$ cat src/rtl/core/b64e_pkg.sv
// b64e_pkg: shared types, constants and the alphabet lookup for the base64 encoder
// no dependencies; used by every module of the encoder

package b64e_pkg;

    // default depth of the queue between front and back
    localparam int FifoDepth = 2;

    // ascii code of the pad character
    localparam logic [7:0] PadChar = 8'h3D;

    // one output symbol: alphabet index or pad
    typedef struct packed {
        logic       pad;
        logic [5:0] idx;
    } t_sym;

    // one queued command: up to four symbols for one accepted byte
    typedef struct packed {
        t_sym [3:0] syms;
        logic [1:0] last_idx;
        logic       eom;
    } t_cmd;

    // map a symbol to its ascii character (standard alphabet)
    function automatic logic [7:0] sym_char(input t_sym s);
        logic [7:0] v;
        logic [7:0] c;
        v = {2'b00, s.idx};
        if (s.pad) begin
            c = PadChar;
        end else if (v < 8'd26) begin
            c = 8'h41 + v;
        end else if (v < 8'd52) begin
            c = 8'h61 + (v - 8'd26);
        end else if (v < 8'd62) begin
            c = 8'h30 + (v - 8'd52);
        end else if (v == 8'd62) begin
            c = 8'h2B;
        end else begin
            c = 8'h2F;
        end
        return c;
    endfunction

endpackage

$ cat src/rtl/core/b64e_if.sv
// b64e_byte_if and b64e_char_if: valid/ready channels of the base64 encoder
// no dependencies

interface b64e_byte_if;
    logic       valid;
    logic       ready;
    logic [7:0] data_byte;
    logic       last_byte;

    modport source (output valid, output data_byte, output last_byte, input ready);
    modport sink   (input valid, input data_byte, input last_byte, output ready);
endinterface

interface b64e_char_if;
    logic       valid;
    logic       ready;
    logic [7:0] out_char;
    logic       end_of_message;

    modport source (output valid, output out_char, output end_of_message, input ready);
    modport sink   (input valid, input out_char, input end_of_message, output ready);
endinterface

$ cat src/rtl/core/b64e_front.sv
// b64e_front: accepts raw bytes, tracks group phase and carry bits, builds symbol commands
// depends on b64e_pkg and b64e_byte_if

module b64e_front (
    input  logic             i_clk,
    input  logic             i_rst_n,
    b64e_byte_if.sink        i_byte,
    input  logic             i_full,
    output logic             o_push,
    output b64e_pkg::t_cmd   o_cmd
);

    localparam logic [1:0] PhaseFirst  = 2'd0;
    localparam logic [1:0] PhaseSecond = 2'd1;
    localparam logic [1:0] PhaseThird  = 2'd2;

    logic [1:0] r_phase;
    logic [1:0] n_phase;
    logic [3:0] r_carry;
    logic [3:0] n_carry;
    logic [7:0] b;
    logic       last;

    assign b      = i_byte.data_byte;
    assign last   = i_byte.last_byte;
    assign i_byte.ready = !i_full;
    assign o_push = i_byte.valid && !i_full;

    // classify the byte by group position and build its symbols
    always_comb begin
        o_cmd     = '0;
        o_cmd.eom = last;
        n_phase   = r_phase;
        n_carry   = r_carry;
        unique case (r_phase)
            PhaseSecond: begin
                o_cmd.syms[0].idx = {r_carry[1:0], b[7:4]};
                o_cmd.syms[1].idx = {b[3:0], 2'b00};
                o_cmd.syms[2].pad = 1'b1;
                o_cmd.last_idx    = last ? 2'd2 : 2'd0;
                n_phase           = PhaseThird;
                n_carry           = b[3:0];
            end
            PhaseThird: begin
                o_cmd.syms[0].idx = {r_carry, b[7:6]};
                o_cmd.syms[1].idx = b[5:0];
                o_cmd.last_idx    = 2'd1;
                n_phase           = PhaseFirst;
                n_carry           = 4'd0;
            end
            default: begin
                o_cmd.syms[0].idx = b[7:2];
                o_cmd.syms[1].idx = {b[1:0], 4'b0000};
                o_cmd.syms[2].pad = 1'b1;
                o_cmd.syms[3].pad = 1'b1;
                o_cmd.last_idx    = last ? 2'd3 : 2'd0;
                n_phase           = PhaseSecond;
                n_carry           = {2'b00, b[1:0]};
            end
        endcase
        if (last) begin
            n_phase = PhaseFirst;
            n_carry = 4'd0;
        end
    end

    // phase and carry advance on each input transfer
    always_ff @(posedge i_clk) begin
        if (!i_rst_n) begin
            r_phase <= PhaseFirst;
            r_carry <= 4'd0;
        end else if (o_push) begin
            r_phase <= n_phase;
            r_carry <= n_carry;
        end
    end

endmodule

$ cat src/rtl/core/b64e_fifo.sv
// b64e_fifo: short command queue between the front and back of the encoder
// depends on b64e_pkg

module b64e_fifo #(
    parameter int Depth = b64e_pkg::FifoDepth
) (
    input  logic             i_clk,
    input  logic             i_rst_n,
    input  logic             i_push,
    input  b64e_pkg::t_cmd   i_wdata,
    input  logic             i_pop,
    output logic             o_full,
    output logic             o_valid,
    output b64e_pkg::t_cmd   o_rdata
);

    localparam int PtrW = (Depth > 1) ? $clog2(Depth) : 1;
    localparam int CntW = $clog2(Depth + 1);

    b64e_pkg::t_cmd r_mem [Depth];
    logic [PtrW-1:0] r_wr_ptr;
    logic [PtrW-1:0] r_rd_ptr;
    logic [CntW-1:0] r_count;
    logic            do_push;
    logic            do_pop;

    assign o_full  = (r_count == CntW'(Depth));
    assign o_valid = (r_count != '0);
    assign o_rdata = r_mem[r_rd_ptr];
    assign do_push = i_push && !o_full;
    assign do_pop  = i_pop && o_valid;

    // entry storage
    always_ff @(posedge i_clk) begin
        if (do_push) begin
            r_mem[r_wr_ptr] <= i_wdata;
        end
    end

    // pointers and fill count
    always_ff @(posedge i_clk) begin
        if (!i_rst_n) begin
            r_wr_ptr <= '0;
            r_rd_ptr <= '0;
            r_count  <= '0;
        end else begin
            if (do_push) begin
                r_wr_ptr <= (r_wr_ptr == PtrW'(Depth - 1)) ? '0 : r_wr_ptr + 1'b1;
            end
            if (do_pop) begin
                r_rd_ptr <= (r_rd_ptr == PtrW'(Depth - 1)) ? '0 : r_rd_ptr + 1'b1;
            end
            if (do_push && !do_pop) begin
                r_count <= r_count + 1'b1;
            end else if (do_pop && !do_push) begin
                r_count <= r_count - 1'b1;
            end
        end
    end

endmodule

$ cat src/rtl/core/b64e_back.sv
// b64e_back: walks queued commands and sends one character per transfer
// depends on b64e_pkg and b64e_char_if

module b64e_back (
    input  logic             i_clk,
    input  logic             i_rst_n,
    input  logic             i_cmd_valid,
    input  b64e_pkg::t_cmd   i_cmd,
    output logic             o_cmd_pop,
    b64e_char_if.source      o_char
);

    b64e_pkg::t_cmd r_cmd;
    logic [1:0]     r_idx;
    logic           r_busy;
    logic           r_out_valid;
    logic [7:0]     r_out_char;
    logic           r_out_eom;
    logic           adv;
    logic           at_end;
    logic           done;

    assign o_char.valid          = r_out_valid;
    assign o_char.out_char       = r_out_char;
    assign o_char.end_of_message = r_out_eom;

    assign adv       = !r_out_valid || o_char.ready;
    assign at_end    = (r_idx == r_cmd.last_idx);
    assign done      = !r_busy || (adv && at_end);
    assign o_cmd_pop = done && i_cmd_valid;

    // output register
    always_ff @(posedge i_clk) begin
        if (!i_rst_n) begin
            r_out_valid <= 1'b0;
        end else if (adv) begin
            r_out_valid <= r_busy;
        end
    end

    always_ff @(posedge i_clk) begin
        if (adv) begin
            r_out_char <= b64e_pkg::sym_char(r_cmd.syms[r_idx]);
            r_out_eom  <= r_cmd.eom && at_end;
        end
    end

    // command walker
    always_ff @(posedge i_clk) begin
        if (!i_rst_n) begin
            r_busy <= 1'b0;
            r_idx  <= 2'd0;
        end else if (o_cmd_pop) begin
            r_busy <= 1'b1;
            r_idx  <= 2'd0;
        end else if (done) begin
            r_busy <= 1'b0;
        end else if (adv) begin
            r_idx  <= r_idx + 2'd1;
        end
    end

    always_ff @(posedge i_clk) begin
        if (o_cmd_pop) begin
            r_cmd <= i_cmd;
        end
    end

    // index never runs past the command's last symbol
    a_idx_bound: assert property (@(posedge i_clk) disable iff (!i_rst_n)
        r_busy |-> (r_idx <= r_cmd.last_idx))
        else $error("symbol index past end of command");

    // an idle walker picks up a waiting command at once
    a_pickup: assert property (@(posedge i_clk) disable iff (!i_rst_n)
        (i_cmd_valid && !r_busy) |=> r_busy)
        else $error("waiting command not picked up");

    // a busy walker with a free output register fills it
    a_fill: assert property (@(posedge i_clk) disable iff (!i_rst_n)
        (adv && r_busy) |=> r_out_valid)
        else $error("output register not filled");

endmodule

$ cat src/rtl/core/base64_stream_encoder_core.sv
// base64_stream_encoder_core: top level of the streaming base64 encoder
// depends on b64e_pkg, b64e_if, b64e_front, b64e_fifo, b64e_back
// path: a byte's command passes the queue, the command register and the output register
// throughput: one character per cycle while o_char is ready, set by the output channel;
// a byte gives 1 to 4 characters (4 per 3 bytes mid-message); the queue lets input run ahead
// reset: synchronous active-low, clears phase, carry, queue and output valid

module base64_stream_encoder_core #(
    parameter int Depth = b64e_pkg::FifoDepth
) (
    input  logic         i_clk,
    input  logic         i_rst_n,
    b64e_byte_if.sink    i_byte,
    b64e_char_if.source  o_char
);

    b64e_pkg::t_cmd push_cmd;
    b64e_pkg::t_cmd head_cmd;
    logic           push;
    logic           full;
    logic           head_valid;
    logic           pop;

    // byte intake and symbol building
    b64e_front u_front (
        .i_clk   (i_clk),
        .i_rst_n (i_rst_n),
        .i_byte  (i_byte),
        .i_full  (full),
        .o_push  (push),
        .o_cmd   (push_cmd)
    );

    // command queue
    b64e_fifo #(
        .Depth (Depth)
    ) u_fifo (
        .i_clk   (i_clk),
        .i_rst_n (i_rst_n),
        .i_push  (push),
        .i_wdata (push_cmd),
        .i_pop   (pop),
        .o_full  (full),
        .o_valid (head_valid),
        .o_rdata (head_cmd)
    );

    // character output
    b64e_back u_back (
        .i_clk       (i_clk),
        .i_rst_n     (i_rst_n),
        .i_cmd_valid (head_valid),
        .i_cmd       (head_cmd),
        .o_cmd_pop   (pop),
        .o_char      (o_char)
    );

endmodule

$ cat src/flat_wrapper.sv
// flat-port wrapper written by rule: the top's interface ports become plain ports
module base64_stream_encoder_core_flat 
#(
    parameter int Depth = b64e_pkg::FifoDepth
)
  (i_clk, i_rst_n, i_byte_valid, i_byte_data_byte, i_byte_last_byte, i_byte_ready, o_char_valid, o_char_out_char, o_char_end_of_message, o_char_ready);
  b64e_byte_if i_byte_i ();
  b64e_char_if o_char_i ();
  input  logic i_clk;
  input  logic i_rst_n;
  input wire logic [$bits(i_byte_i.valid)-1:0] i_byte_valid;
  input wire logic [$bits(i_byte_i.data_byte)-1:0] i_byte_data_byte;
  input wire logic [$bits(i_byte_i.last_byte)-1:0] i_byte_last_byte;
  output wire logic [$bits(i_byte_i.ready)-1:0] i_byte_ready;
  output wire logic [$bits(o_char_i.valid)-1:0] o_char_valid;
  output wire logic [$bits(o_char_i.out_char)-1:0] o_char_out_char;
  output wire logic [$bits(o_char_i.end_of_message)-1:0] o_char_end_of_message;
  input wire logic [$bits(o_char_i.ready)-1:0] o_char_ready;
  assign i_byte_i.valid = i_byte_valid;
  assign i_byte_i.data_byte = i_byte_data_byte;
  assign i_byte_i.last_byte = i_byte_last_byte;
  assign i_byte_ready = i_byte_i.ready;
  assign o_char_valid = o_char_i.valid;
  assign o_char_out_char = o_char_i.out_char;
  assign o_char_end_of_message = o_char_i.end_of_message;
  assign o_char_i.ready = o_char_ready;
  base64_stream_encoder_core #(.Depth(Depth)) u_core (.i_clk(i_clk), .i_rst_n(i_rst_n), .i_byte(i_byte_i), .o_char(o_char_i));
endmodule
$ cat config.mk
export PLATFORM = sky130hd
export DESIGN_NAME = base64_stream_encoder_core_flat
export DESIGN_NICKNAME = d
export VERILOG_FILES = /design/src/rtl/core/b64e_pkg.sv /design/src/rtl/core/b64e_if.sv /design/src/rtl/core/b64e_front.sv /design/src/rtl/core/b64e_fifo.sv /design/src/rtl/core/b64e_back.sv /design/src/rtl/core/base64_stream_encoder_core.sv /design/src/flat_wrapper.sv
export SDC_FILE = /design/constraint.sdc
export NUM_CORES = 1
export LEC_CHECK = 0
export ABC_CLOCK_PERIOD_IN_PS = 2800
export BUFFER_PORTS_ARGS = -buffer_cell sky130_fd_sc_hd__buf_2
export CAP_MARGIN = 20
export CORE_MARGIN = 2
export CORE_UTILIZATION = 38
export DETAILED_ROUTE_END_ITERATION = 16
export GPL_ROUTABILITY_DRIVEN = 0
export HOLD_SLACK_MARGIN = 0.1
export SLEW_MARGIN = 5
export SYNTH_ARGS = -nofsm -noshare
export SYNTH_HDL_FRONTEND = slang
export SYNTH_SLANG_ARGS = --single-unit
$ cat constraint.sdc
create_clock -name i_clk -period 2.8 [get_ports i_clk]
set_clock_uncertainty 0.2 [all_clocks]
set_input_delay 0.28 -clock i_clk [delete_from_list [all_inputs] [get_ports i_clk]]
set_output_delay 0.28 -clock i_clk [all_outputs]
set_load 0.02 [all_outputs]
# Yosys cells after proc, flatten, opt, wreduce, memory -nomap -nowiden
# Memory sizes are Yosys's and may differ from the RTL's. A register that Yosys moved wholly into a read port is not among the register bits.
# Index checks and enable logic that the tools add are counted.
classes:
  addsub: 10
  n_mul: 0
  n_div: 0
  order_cmp: 4
  eq_ne: 5
  shifts: 0
  mux: 24
  n_bitwise: 2
  n_reduce_logical: 21
ops:
  columns: ["op", "count"]
  rows:
  - ["8-bit two-way mux", 3]
  - ["8-bit one-hot mux with 2 select lines", 1]
  - ["7-bit binary-select mux with 2-bit select", 1]
  - ["6-bit less-than comparator, second input constant", 2]
  - ["6-bit one-hot mux with 2 select lines", 1]
  - ["2-bit two-way mux", 5]
  - ["7-bit by 6-bit adder with 8-bit output, first input constant", 1]
  - ["7-bit by 7-bit adder with 8-bit output, first input constant", 1]
  - ["7-bit by 8-bit adder with 8-bit output, first input constant", 1]
  - ["1-bit logical AND", 8]
  - ["1-bit two-way mux", 8]
  - ["4-bit one-hot mux with 2 select lines", 1]
  - ["7-bit two-way mux", 1]
  - ["6-bit by 5-bit subtractor with 7-bit output, second input constant", 1]
  - ["6-bit by 6-bit subtractor with 7-bit output, second input constant", 1]
  - ["6-bit == test, second input constant", 1]
  - ["6-bit by 5-bit less-than comparator with 1-bit output, second input constant", 1]
  - ["2-bit nonzero test", 3]
  - ["1-bit logical NOT", 5]
  - ["2-bit by 1-bit adder with 2-bit output, second input constant", 2]
  - ["2-bit == test, second input constant", 2]
  - ["4-bit two-way mux", 1]
  - ["2-bit one-hot mux with 2 select lines", 1]
  - ["2-bit OR reduction", 2]
  - ["9 further kinds", 12]
word_totals:
  ff_bits: 37
  latchBits: 0
  mem_bits_rw: 34
  romBits: 0
  input_bits: 13
  out_inout_bits: 11
  elab_cells: 81
  memories: 1
memory_table:
  columns: ["name", "words", "word_bits", "rd", "rd_clocked_by_memory_dff", "wr", "line_no", "text"]
  rows:
  - ["u_core.u_fifo.r_mem", 2, 17, 1, 1, 1, "b64e_fifo.sv:20", "b64e_pkg::t_cmd r_mem [Depth];"]

# Longest topological paths before layout
# Gate-level depths: netlist (run 1).
depth:
  ltp_word: 9
  mapped_depth: 10
  depth_no_buf: 9

# Hierarchy
# From an unflattened synthesis (run 1), not the netlist that was laid out.
unflattened:
  cells_unflattened: 355
  area_unflattened_um2: 5241.3
by_module_without_submodules:
  columns: ["module", "n_inst", "cells_each", "area_each_um2"]
  rows:
  - ["b64e_fifo", 1, 121, 2462.4]
  - ["b64e_back", 1, 149, 2133.3]
  - ["b64e_front", 1, 85, 645.6]

# Worst setup path before layout (run 1)
# OpenSTA, ideal clock, no wires.
synth_path:
  path_type: "reg-to-reg"
  start: "register u_core.u_back.r_out_valid (netlist: u_core.u_back.o_char.valid)"
  end: "register u_core.u_fifo.r_count[1]"
  arrival_time_ns: 2.796
  required_ns: 2.524
  path_slack_ns: -0.272
  stages_incl_launch_ff: 8
  path_buffers: 0
  period_less_slack_ns: 3.072
  path_cell_list: "dfxtp_1 nand2b_1 a31oi_1 nor2_1 inv_1 ha_1 or3_1 a21boi_0"
synth_between:
  elab_chain_cells: 9
  elab_cells_between_ends: 11
  cone_classes: "1 x mux; 10 x reduce/logical"
synth_lines:
  columns: ["element", "line_no", "text"]
  rows:
  - ["from (decl)", "b64e_back.sv:16", "logic r_out_valid;"]
  - ["from (signal assigned)", "b64e_back.sv:37", "r_out_valid <= r_busy;"]
  - ["1-bit logical NOT *", "b64e_back.sv:27", "assign adv = !r_out_valid || o_char.ready;"]
  - ["1-bit logical OR *", "b64e_back.sv:27", null]
  - ["named net u_core.u_back.adv", "b64e_back.sv:19", "logic adv;"]
  - ["1-bit logical AND *", "b64e_back.sv:29", "assign done = !r_busy || (adv && at_end);"]
  - ["1-bit logical OR *", "b64e_back.sv:29", null]
  - ["1-bit logical AND *", "b64e_back.sv:30", "assign o_cmd_pop = done && i_cmd_valid;"]
  - ["named net u_core.pop", "base64_stream_encoder_core.sv:22", "logic pop;"]
  - ["1-bit logical AND *", "b64e_fifo.sv:31", "assign do_pop = i_pop && o_valid;"]
  - ["1-bit logical NOT", "b64e_fifo.sv:53", "if (do_push && !do_pop) begin"]
  - ["1-bit logical AND", "b64e_fifo.sv:53", null]
  - ["2-bit two-way mux / 2-bit nonzero test (equally long branches)", null, null]
  - ["to (signal assigned)", "b64e_fifo.sv:54", "r_count <= r_count + 1'b1;"]
  - ["to (signal assigned)", "b64e_fifo.sv:56", "r_count <= r_count - 1'b1;"]
  - ["to (decl)", "b64e_fifo.sv:23", "logic [CntW-1:0] r_count;"]
# The timed path passes the listed nets; every way through them passes the cells marked *.
# A chain may end at the register's enable or synchronous reset.

# Final worst setup path (run 1)
layout_path:
  start: "register u_core.u_back.r_idx[0]"
  end: "register u_core.u_back.r_out_char[6] (netlist: u_core.u_back.o_char.out_char[6]), data pin"
layout_between:
  elab_chain_cells: 7
  elab_cells_between_ends: 13
  cone_classes: "5 x add/sub; 3 x order compare; 5 x mux"
layout_lines:
  columns: ["element", "line_no", "text"]
  rows:
  - ["from (decl)", "b64e_back.sv:14", "logic [1:0] r_idx;"]
  - ["from (signal assigned)", "b64e_back.sv:59", "r_idx <= r_idx + 2'd1;"]
  - ["7-bit binary-select mux with 2-bit select *", "b64e_back.sv:43", "r_out_char <= b64e_pkg::sym_char(r_cmd.syms[r_idx]);"]
  - ["7-bit two-way mux (not written as such) *", "b64e_back.sv:43", null]
  - ["6-bit by 6-bit subtractor with 7-bit output", "b64e_pkg.sv:37", "c = 8'h30 + (v - 8'd52);"]
  - ["7-bit by 7-bit adder with 8-bit output", "b64e_pkg.sv:37", null]
  - ["8-bit two-way mux", "b64e_pkg.sv:36", "end else if (v < 8'd62) begin"]
  - ["8-bit two-way mux", "b64e_pkg.sv:34", "end else if (v < 8'd52) begin"]
  - ["8-bit two-way mux", "b64e_pkg.sv:32", "end else if (v < 8'd26) begin"]
  - ["to (signal assigned)", "b64e_back.sv:43", null]
  - ["to (decl)", "b64e_back.sv:17", "logic [7:0] r_out_char;"]
# Mark *: on every way between the ends. The rest lies on a longest branch, timed or not. The select of a mux whose other input is x is not followed.

==> metrics.txt, run 1 <==
buffer levels on the longest clock path=2; CTS buffer count=9; clk slew on worst S/H paths=0.08 ns; total placed instance area=0.00383 mm^2; share of the clock period used by the worst path=91.8%; most used cells in the layout excluding fill and tap cells=60 x edfxtp_1, 23 x buf_2, 18 x mux2_2; number of violations of the max-capacitance limit=0; fmax=0.389 GHz; startpoint of the worst register-to-register path=u_core.u_back.r_idx[0]$_SDFFE_PP0P_; Worst Hold Launch=u_core.u_back.r_busy$_SDFFE_PN0P_; headroom to the max-slew limit=44.4%; CTS H-tree lvls=3; largest family of logic cells by synthesized area=compound AO/OA/AOI/OAI gates; Leakage Power=0.00147 uW; final-report hold violation count=0; DIE HEIGHT=101 um; Distinct cells, synth=52; element type at the critical path start=flop; Net Switching=1640 uW; setup violators final=0; type of element capturing the critical path=flop; CTS tree=yes; adder-cell share of the synthesized area=4.56%; Max rail drop VDD=0.381 mV; share of total power in combinational logic=43.5%; antenna violations before repair=0; Clk Latency, worst-skew pair=0.34 ns; floorplan die area=0.0102 mm^2; kind of cell with the highest combined delay on the critical path=compound AO/OA/AOI/OAI gates; class of the most critical hold timing path=flop to flop; Total Negative Setup Slacks=0 ns; worst-margin pin slew=0.833 ns; ratio of total power to cell area=1070 mW/mm^2; synthesized netlist net count=311; Seq/Total Area, Yosys=58.4%; top cell type by total area after synthesis=edfxtp_1; switching fraction of total power=37.5%; synthesized area per cell=12.5 um^2; P_int=2740 uW; IO Count=24; effective utilization at floorplan=39.0%; number of clock sinks=74; maximum number of pins on one net before global-route repair=26; estimated wirelength of the detail-placed design=4360 um; Crit-path slowest cell=dfxtp_1; core region area=0.00915 mm^2; GRT Overall Usage=13.7%; most used flip-flop cell after synthesis=edfxtp_1; count of flip-flops with a built-in enable after synthesis=60; 1st-pass router iterations=4; clock period minus final worst setup slack=2.57 ns; first-pass GRT wire length=10,700 um; routed wl met3=238 um; Area growth, synth to finish=15.1%; placement row count=35; worst setup path class=flop to flop; gate count after technology mapping=285; floorplan die width=101 um; count of antenna diodes in the layout=0; clock root buffer master=clkbuf_8; top cells by area in the synthesized netlist=edfxtp_1 51%, dfxtp_1 7.9%, mux2_2 5.7%; Crit path largest cell delay=0.46 ns; clock group share of total power=16.2%; fraction of synthesis flops using an asynchronous set or reset pin=0%; RSZ-0062 raised after global routing=false; fraction of layout instances using a drive strength above 1=22.4%; total congestion overflow=0; critical-path cell list=mux2i_1, nor2_4, ha_1, nor2b_1, a21oi_2, xnor2_1, a311o_1, a221oi_2; Post-Route WL=6220 um; Routed met1 length=2940 um; start point of the critical path=u_core.u_back.r_idx[0]$_SDFFE_PP0P_; Slew Limit Fails=0; worst endpoint required time=2.78 ns; Bufs and invs on worst path=0; crit path DAT=2.55 ns; Post-Synth XOR/XNOR Area=2.95%; total met2 wirelength after detailed routing=2980 um; final design instance area without fill=0.00411 mm^2; drt drc=0; post-CTS setup-driven buffer insertion count=0; ratio of routed vias to standard cells=5.15; first-iteration detailed-routing DRC count=127; critical path peak fanout=10; final antenna-violating net count=0; sequential power share=40.2%; warnings from Yosys=0; Synth Area in Simple Gates=11.5%; via count of the first global-routing pass=2,250; NumNets Final=352; cell area after synthesis=0.00357 mm^2; mux contribution to synthesized area=7.72%; fraction of synthesized cell area taken by the top area cell type=50.5%; share of the synthesized area in compound gates (AO/OA/AOI/OAI)=11.9%; number of I/O port buffers=23; highest routing layer actually used=met4; DR vias=2,276; most common cell after layout, fill and taps aside=edfxtp_1; routed length per placed instance=14.1 um; status=finished clean; count of state elements after synthesis=74
## path summary, 6_finish.rpt
check	end	slack, ns	depth (start not counted)
worst max-delay path	u_core.u_back.o_char.out_char[6]$_SDFFCE_PP0P_	0.23	8
worst min-delay path	u_core.u_back.o_char.valid$_SDFFE_PN0P_	0.28	2
worst max register to register	u_core.u_back.o_char.out_char[6]$_SDFFCE_PP0P_	0.23	8
worst min register to register	u_core.u_back.o_char.valid$_SDFFE_PN0P_	0.28	2
## registers in the layout (all words and copies together), names as in the netlist, 2 cells and up
register and cells:
u_core.u_back.o_char.out_char 8, u_core.u_back.r_cmd 17, u_core.u_back.r_idx 2, u_core.u_fifo.r_count 2
u_core.u_fifo.r_mem 34, u_core.u_front.r_carry 4, u_core.u_front.r_phase 2
## final cells by class
class / count / area, um^2
repair buffers: 42 / 283
multi-input cells: 186 / 1380
fillers: 840 / 5050
clock buffers: 10 / 128
clock inverters: 6 / 42.5
well taps: 111 / 139
flip-flops and latches: 74 / 2080
inverters: 13 / 48.8
## power groups by stage
stage	combinational, uW	sequential, uW	clock [uW]
2_1_floorplan	1400	1800	0
3_3_place_gp	1870	1790	0
3_5_place_dp	1870	1790	0
4_1_cts	1900	1770	743
5_1_grt	2130	1800	778
6_report	1910	1760	711
## worst reg2reg max path: cells and delay by family (launching register included)
family | cells | cell delay [ns]
AOI/OAI and AO/OA | 3 | 0.74
and+or+nand+nor | 2 | 0.26
DFF | 1 | 0.46
xor gates and xnor gates | 1 | 0.11
muxes | 1 | 0.41
adders and majority gates | 1 | 0.22
## metal layers
metal / track usage, % / vias up
met5: 0 / -
met4: 4.95 / 0
met3: 4.23 / 6
met2: 22.5 / 56
met1: 17.1 / 1073
li1: - / 1141
## stage by stage
step | total power, uW | utilization (%) | hold WS (ns) | cells | worst slack, ns
after floorplan | 3210 | - | 0.179 | 285 | 0.0334
after global placement | 3650 | 41.9 | 0.276 | 416 | 0.195
after detailed placement | 3660 | 41.9 | 0.273 | 416 | 0.207
after CTS | 4410 | 44.8 | 0.280 | 442 | 0.181
after global routing | 4710 | 44.9 | 0.333 | 442 | 0.0530
final | 4380 | 44.9 | 0.280 | 442 | 0.229
## cells by family after synthesis
family | after synthesis
adder cells (fa/ha/maj) | 13
AO/OA/AOI/OAI | 61
buffers and inverters | 25
AND/OR/NAND/NOR | 75
XOR/XNOR | 12
multiplexers | 25
flip-flops | 74
## timing repair
item	CTS	global route
hold buffers	10	0
endpoints found under the setup margin	0	1
resized for setup	0	1
hold endpoints to repair	21	0
## cells in the mapped netlist, drive strengths merged, types with 3 or more instances
master	count
nor2	18
dfxtp	14
nand2b	3
or3	3
ha	13
a21oi	9
buf	5
edfxtp	60
nand2	17
inv	13
clkbuf	7
nor2b	13
xnor2	7
nor3	4
and3	3
and2	4
xor2	5
mux2	20
a22oi	14
o21ai	17
mux2i	5
Power figures use the tool's default switching activity.
==> run 2: changes to the inputs <==
--- a/config.mk
+++ b/config.mk
@@ -16,4 +16,5 @@
 export SLEW_MARGIN = 5
 export SYNTH_ARGS = -nofsm -noshare
 export SYNTH_HDL_FRONTEND = slang
+export SYNTH_HIERARCHICAL = 1
 export SYNTH_SLANG_ARGS = --single-unit
==> run 2 against run 1 <==
Net effect:
- utilization rose by 2.5 points
- non-clock buffer count rose by 9
- sequential cell count rose by 43
==> metrics.txt, run 2 <==
Seq/Total Area, Yosys=64.2% (+5.8 points); via count of the first global-routing pass=2,971 (+32%); ratio of routed vias to standard cells=4.91 (-4.6%); first-iteration detailed-routing DRC count=204 (+61%); sequential power share=37.2% (-3.0 points); Clk Latency, worst-skew pair=0.41 ns (+0.07 ns); clock period minus final worst setup slack=2.60 ns (+0.0322 ns); capturing point of the worst reg2reg path=u_core/u_back/o_char.out_char[1]$_SDFFCE_PP0N_; fraction of synthesis flops using an asynchronous set or reset pin=0% (unchanged); estimated wirelength of the detail-placed design=5620 um (+29%); final design instance area without fill=0.00632 mm^2 (+54%); hold-critical path depth=5 (+3); top cell type by total area after synthesis=edfxtp_1; adder-cell share of the synthesized area=2.86% (-1.7 points); warnings from Yosys=6 (+6); Top Usage Layer GRT=met2; count of state elements after synthesis=117 (+58%); floorplan die area=0.0147 mm^2 (+45%); clock group share of total power=30.1% (+14 points); core region area=0.0133 mm^2 (+46%); mux contribution to synthesized area=10.5% (+2.7 points); register with the most flip-flops=u_core/u_fifo/r_mem; headroom to the max-slew limit=53.0% (+8.6 points); worst endpoint required time=2.75 ns (-0.03 ns); number of I/O port buffers=23 (unchanged); IO Count=24 (unchanged); largest family of logic cells by synthesized area=multiplexers; CTS buffer count=17 (+8); cell area after synthesis=0.00524 mm^2 (+47%); critical path peak fanout=8 (-2); total area of sequential cells=0.00337 mm^2 (+62%); list of most frequent post-synthesis cells=102 x edfxtp_1, 32 x mux2_2, 18 x nand2_1; Synth Area in Simple Gates=6.80% (-4.7 points); element type at the critical path start=flop; fmax=0.384 GHz (-1.2%); antenna violations before repair=0 (unchanged); GRT Overall Usage=13.5% (-0.26 points); met3 track demand over resource=4.61% (+0.38 points); met1 Usage GRT=16.7% (-0.37 points); first-pass GRT wire length=14,700 um (+38%); DIE HEIGHT=121 um (+20%); most used cells in the layout excluding fill and tap cells=102 x edfxtp_1, 32 x mux2_2, 23 x buf_2; synthesized area per cell=14.8 um^2 (+18%); final antenna-violating net count=0 (unchanged); routed length per placed instance=14.9 um (+6.0%); type of element capturing the critical path=flop; clock root buffer master=clkbuf_16; flip-flop count of the largest register after layout=62 (+82%); worst reg2reg setup slack=0.20 ns (-0.03 ns); CTS tree=yes; top cells by area in the synthesized netlist=edfxtp_1 58%, mux2_2 6.9%, dfxtp_1 5.7%; most frequent cell after synthesis=edfxtp_1; total congestion overflow=0 (unchanged); worst setup path class=flop to flop; RSZ-0062 raised after global routing=true; Leakage Power=0.00224 uW (+52%); worst-margin pin slew=0.705 ns (-0.127 ns); crit path DAT=2.55 ns (about the same); P_int=5090 uW (+86%); number of violations of the max-capacitance limit=0 (unchanged); count of antenna diodes in the layout=0 (unchanged); Post-Route WL=8920 um (+43%); status=finished clean; Max rail drop VDD=0.531 mV (+39%); Worst Hold Launch=o_char_ready; fraction of layout instances using a drive strength above 1=28.2% (+5.8 points); drt drc=0 (unchanged); effective utilization at floorplan=39.3% (+0.31 points); class of the most critical hold timing path=input port to flop; met2 Use GR=21.1% (-1.4 points); 1st-pass router iterations=4 (unchanged); share of the synthesized area in compound gates (AO/OA/AOI/OAI)=8.09% (-3.8 points); floorplan die width=121 um (+20%); count of flip-flops with a built-in enable after synthesis=102 (+70%); setup violators final=0 (unchanged); CTS H-tree lvls=4 (+1); most used flip-flop cell after synthesis=edfxtp_1; total placed instance area=0.00554 mm^2 (+44%); placement row count=42 (+20%); Distinct cells, synth=49 (-5.8%); share of the clock period used by the worst path=93.0% (+1.2 points); DR vias=2,937 (+29%); Area growth, synth to finish=20.6%; area of the multi-input gates=0.00168 mm^2 (+21%); maximum number of pins on one net before global-route repair=32 (+23%); number of clock sinks=117 (+58%); gate count after technology mapping=355 (+25%); Fillers=1,171 (+39%); Post-Synth XOR/XNOR Area=2.34% (-0.61 points); NumNets Final=434 (+23%); switching fraction of total power=31.0% (-6.5 points); buffer levels on the longest clock path=2 (unchanged); startpoint of the worst register-to-register path=u_core/u_back/r_idx[0]$_SDFFE_PP0P_; sink of the worst hold path=u_core/u_back/r_busy$_SDFFE_PN0P_; final-report hold violation count=0 (unchanged); clk slew on worst S/H paths=0.05 ns (-0.03 ns); final total power=7370 uW (+68%); share of total power in combinational logic=32.8% (-11 points); Reg2Reg Depth=9 (+1); post-CTS setup-driven buffer insertion count=0 (unchanged); most common cell after layout, fill and taps aside=edfxtp_1; ratio of total power to cell area=1170 mW/mm^2 (+9.4%); Slew Limit Fails=0 (unchanged); Net Switching=2290 uW (+39%); fraction of synthesized cell area taken by the top area cell type=58.4% (+7.9 points)
## run 2: worst max-delay path, stage by stage (launching register included)
cell	delay, ns
dfxtp_2	0.40
buf_4	0.19
mux4_2	0.52
inv_1	0.11
ha_1	0.21
inv_1	0.12
a31oi_2	0.32
nor3_1	0.08
a21oi_1	0.12
a21oi_1	0.08
## run 2: layout make-up
class                      count  share of cell area (%)
timing repair buffer          51                    5.98
clock inverter                14                    2.91
inverter                      17                    1.01
multi-input combinational    205                    26.6
tap                          176                    3.48
sequential                   117                    53.3
clock buffer                  18                    6.79
## run 2: repair_timing
action / CTS / global route
setup endpoints to repair: 0 / 6
gates resized for setup: 0 / 3
hold endpoints to repair: 36 / 0
hold buffers: 16 / 0
## run 2: how the worst max path moves through the flow
stage	start	endpoint	slack, ns	cells after the start
finish	u_core/u_back/r_idx[0]$_SDFFE_PP0P_	u_core/u_back/o_char.out_char[1]$_SDFFCE_PP0N_	0.20	9
global route	u_core/u_back/r_idx[0]$_SDFFE_PP0P_	u_core/u_back/o_char.out_char[1]$_SDFFCE_PP0N_	-0.02	9
CTS	u_core/u_back/r_idx[0]$_SDFFE_PP0P_	u_core/u_back/o_char.out_char[5]$_SDFFCE_PP1N_	0.07	8
detailed placement	u_core/u_back/r_idx[0]$_SDFFE_PP0P_	u_core/u_back/o_char.out_char[1]$_SDFFCE_PP0N_	0.1	9
global placement	u_core/u_back/r_idx[0]$_SDFFE_PP0P_	u_core/u_back/o_char.out_char[1]$_SDFFCE_PP0N_	0.15	9
floorplan	u_core/u_back/r_idx[0]$_SDFFE_PP0P_	u_core/u_fifo/r_count[1]$_SDFFE_PN0P_	-0.06	10
## run 2: routing by layer
metal / part of all wire [%] / up-vias
li1: - / 1408
met1: 45 / 1442
met2: 49 / 74
met3: 4.2 / 13
met4: 1.7 / 0
met5: 0 / -
## run 2: per-stage QoR
| stage | cells | utilization [%] | hold slack (ns) | setup WS (ns) | setup TNS, ns |
|---|---|---|---|---|---|
| floorplan | 368 | - | 0.198 | -0.0593 | -0.0593 |
| global placement | 550 | 41.5 | 0.269 | 0.149 | 0 |
| detailed placement | 550 | 41.5 | 0.288 | 0.0964 | 0 |
| CTS | 598 | 47.3 | 0.183 | 0.0657 | 0 |
| global route | 598 | 47.3 | 0.232 | -0.0154 | -0.0154 |
| finish | 598 | 47.3 | 0.199 | 0.196 | 0 |
## run 2: kinds of logic after synthesis
kind of cell    count (synthesis)
xor+xnor                       14
compound gates                 60
mux                            42
simple gates                   63
flops                         117
other cells                     1
buf+inv                        46
fa+ha+maj                      12
## run 2: power by group through the flow
stage	clock network (uW)	logic (uW)	registers [uW]
floorplan	0	1800	2780
global placement	0	2350	2760
detailed placement	0	2370	2770
CTS	2260	2410	2740
global route	2340	2680	2790
finish	2220	2420	2740
==> run 3: changes to the inputs <==
--- a/config.mk
+++ b/config.mk
@@ -13,6 +13,7 @@
 export DETAILED_ROUTE_END_ITERATION = 16
 export GPL_ROUTABILITY_DRIVEN = 0
 export HOLD_SLACK_MARGIN = 0.1
+export PLACE_DENSITY_LB_ADDON = 0.1
 export SLEW_MARGIN = 5
 export SYNTH_ARGS = -nofsm -noshare
 export SYNTH_HDL_FRONTEND = slang
==> constraint.sdc (replaced) <==
create_clock -name i_clk -period 2.8 [get_ports i_clk]
set_clock_uncertainty 0.2 [all_clocks]
set_input_delay 0.28 -clock i_clk [delete_from_list [all_inputs] [get_ports i_clk]]
set_output_delay 0.28 -clock i_clk [all_outputs]
set_load 0.05 [all_outputs]
==> run 3 against run 2 <==
Net effect:
- maximum frequency is 0.18% lower
- routed wire length is 4.2% higher
- via count is 2.4% lower
- global-route usage is 0.80 points higher
- critical path depth is 1 lower
- total power is 1.2% higher
- worst hold slack better by 0.018 ns
- critical path type unchanged
- critical endpoint is now u_core/u_front/r_carry[0]$_SDFFE_PN0P_
==> metrics.txt, run 3 (same netlist as run 2, synthesis figures left out) <==
RSZ-0062 raised after global routing=false; maximum number of pins on one net before global-route repair=33 (+3.1%); first-pass GRT wire length=15,500 um (+5.4%); worst-margin pin slew=0.671 ns (-0.0347 ns); ratio of total power to cell area=1190 mW/mm^2 (+1.8%); most common cell after layout, fill and taps aside=edfxtp_1; register with the most flip-flops=u_core/u_fifo/r_mem; DR vias=2,867 (-2.4%); effective utilization at floorplan=39.3% (unchanged); count of antenna diodes in the layout=0 (unchanged); startpoint of the worst register-to-register path=u_core/u_fifo/r_count[0]$_SDFFE_PN0P_; ratio of routed vias to standard cells=4.83 (-1.7%); floorplan die width=121 um (unchanged); via count of the first global-routing pass=3,067 (+3.2%); Reg2Reg Depth=8 (-1); GRT Overall Usage=14.3% (+0.80 points); Slew Limit Fails=0 (unchanged); switching fraction of total power=33.0% (+2.0 points); share of the clock period used by the worst path=93.2% (+0.16 points); floorplan die area=0.0147 mm^2 (unchanged); clock group share of total power=28.8% (-1.3 points); Critical Path End=u_core/u_front/r_carry[0]$_SDFFE_PN0P_; Finished Layout Cells=594 (-0.67%); clock root buffer master=clkbuf_16; Total Negative Setup Slacks=0 ns (unchanged); worst endpoint required time=2.95 ns (+0.20 ns); Area growth, synth to finish=19.9%; setup violators final=0 (unchanged); sequential power share=36.5% (-0.7 points); most used cells in the layout excluding fill and tap cells=102 x edfxtp_1, 32 x mux2_2, 23 x buf_2; worst setup path class=flop to flop; post-CTS setup-driven buffer insertion count=0 (unchanged); number of I/O port buffers=23 (unchanged); routed length per placed instance=15.7 um (+4.9%); type of element capturing the critical path=flop; NumNets Final=430 (-0.92%); antenna violations before repair=0 (unchanged); DIE HEIGHT=121 um (unchanged); class of the most critical hold timing path=input port to flop; Post-Route WL=9300 um (+4.2%); final antenna-violating net count=0 (unchanged); CTS buffer count=17 (unchanged); P_int=5000 uW (-1.7%); status=finished clean; critical path peak fanout=8 (unchanged); IO Count=24 (unchanged); worst reg2reg setup slack=0.19 ns (about the same); clk slew on worst S/H paths=0.06 ns (about the same); drt drc=0 (unchanged); 1st-pass router iterations=4 (unchanged); flip-flop count of the largest register after layout=62 (unchanged); total congestion overflow=0 (unchanged); placement row count=42 (unchanged); buffer levels on the longest clock path=2 (unchanged); capturing point of the worst reg2reg path=u_core/u_front/r_carry[0]$_SDFFE_PN0P_; CTS H-tree lvls=4 (unchanged); CTS tree=yes; Net Switching=2470 uW (+7.9%); fraction of layout instances using a drive strength above 1=27.3% (-0.93 points); clock period minus final worst setup slack=2.61 ns (+0.00458 ns); core region area=0.0133 mm^2 (unchanged); first-iteration detailed-routing DRC count=222 (+8.8%); number of placed cells counting well taps=548 (-0.36%); Fillers=1,204 (+2.8%); crit path DAT=2.76 ns (+0.21 ns); Crit-path slowest cell=dlygate4sd3_1; estimated wirelength of the detail-placed design=5910 um (+5.1%); Clk Latency, worst-skew pair=0.40 ns (about the same); element type at the critical path start=flop; final-report hold violation count=0 (unchanged); share of total power in combinational logic=34.7% (+1.9 points); number of violations of the max-capacitance limit=0 (unchanged); number of clock sinks=117 (unchanged); Crit path largest cell delay=0.56 ns (+0.04 ns); headroom to the max-slew limit=55.3% (+2.3 points); start point of the critical path=u_core/u_fifo/r_count[0]$_SDFFE_PN0P_; fmax=0.383 GHz (-0.18%); Leakage Power=0.00221 uW (-1.3%); Max rail drop VDD=0.507 mV (-4.6%); critical-path cell list=nand2b_1, inv_2, nand2b_4, inv_2, nand3b_1, dlygate4sd3_1, o21ai_1, dlygate4sd3_1
[run 3: cell types whose count changed in the layout (fill, tap and decap cells not counted), moves of 2 or more]
cell and change:
buf_4 -4, clkinv_2 -2, dfxtp_2 -2, dfxtp_1 +2, dlygate4sd3_1 -2
[run 3: worst min path at each step]
stage,endpoint,depth (start not counted),startpoint
after global placement,u_core/u_front/r_carry[0]$_SDFFE_PN0P_,2,u_core/u_front/r_carry[0]$_SDFFE_PN0P_
after global routing,u_core/u_back/o_char.end_of_message$_DFFE_PN_,3,o_char_ready
after floorplan,u_core/u_fifo/r_wr_ptr$_SDFFE_PN0N_,1,i_rst_n
after CTS,u_core/u_back/o_char.end_of_message$_DFFE_PN_,3,o_char_ready
final,u_core/u_back/o_char.out_char[6]$_SDFFCE_PP0N_,3,o_char_ready
after detailed placement,u_core/u_front/r_carry[0]$_SDFFE_PN0P_,2,u_core/u_front/r_carry[0]$_SDFFE_PN0P_
[run 3: layout make-up]
cell class | count | area [um^2] | share of cell area (%)
clock buffer | 19 | 433 | 6.89
sequential | 117 | 3360 | 53.5
clock inverter | 13 | 156 | 2.49
inverter | 17 | 63.8 | 1.02
timing repair buffer | 47 | 359 | 5.71
tap | 176 | 220 | 3.50
multi-input combinational | 205 | 1690 | 26.9
[run 3: what timing repair did]
item                                    4_1_cts  5_1_grt
hold endpoints to repair                     30        0
hold buffers                                 14        0
endpoints found under the setup margin        0        4
resized for setup                             0        3
[run 3: metrics by stage]
step                      power, uW  worst slack (ns)  instance area [um^2]  hold WS [ns]  util (%)
final                          7470             0.192                  6280         0.218      47.1
after global routing           7940            0.0134                  6280         0.260      47.1
after CTS                      7530             0.111                  6260         0.199      46.9
after detailed placement       5330             0.135                  5530         0.263      41.5
after global placement         5320             0.202                  5530         0.260      41.5
after floorplan                4730           -0.0490                  5310         0.198         -
[run 3: power groups by stage]
stage | clock network, uW | logic [uW] | registers (uW)
floorplan | 0 | 1810 | 2910
global placement | 0 | 2550 | 2770
detailed placement | 0 | 2560 | 2770
CTS | 2210 | 2580 | 2740
global route | 2290 | 2870 | 2780
finish | 2150 | 2590 | 2730
[run 3: routing by layer]
metal  wire length [um]  track usage [%]  up-vias
li1                   -                -     1403
met1               4350             17.9     1408
met2               4480             23.0       46
met3                329             4.46       10
met4                146             5.60        0
met5                  0                0        -
[run 3: critical path, delay by kind of cell, from the launching register on]
kind / cells / cell delay [ns]
buffers and inverters: 4 / 1.34
AND/OR/NAND/NOR: 3 / 0.49
AO/OA/AOI/OAI: 1 / 0.11
flip-flops: 1 / 0.41
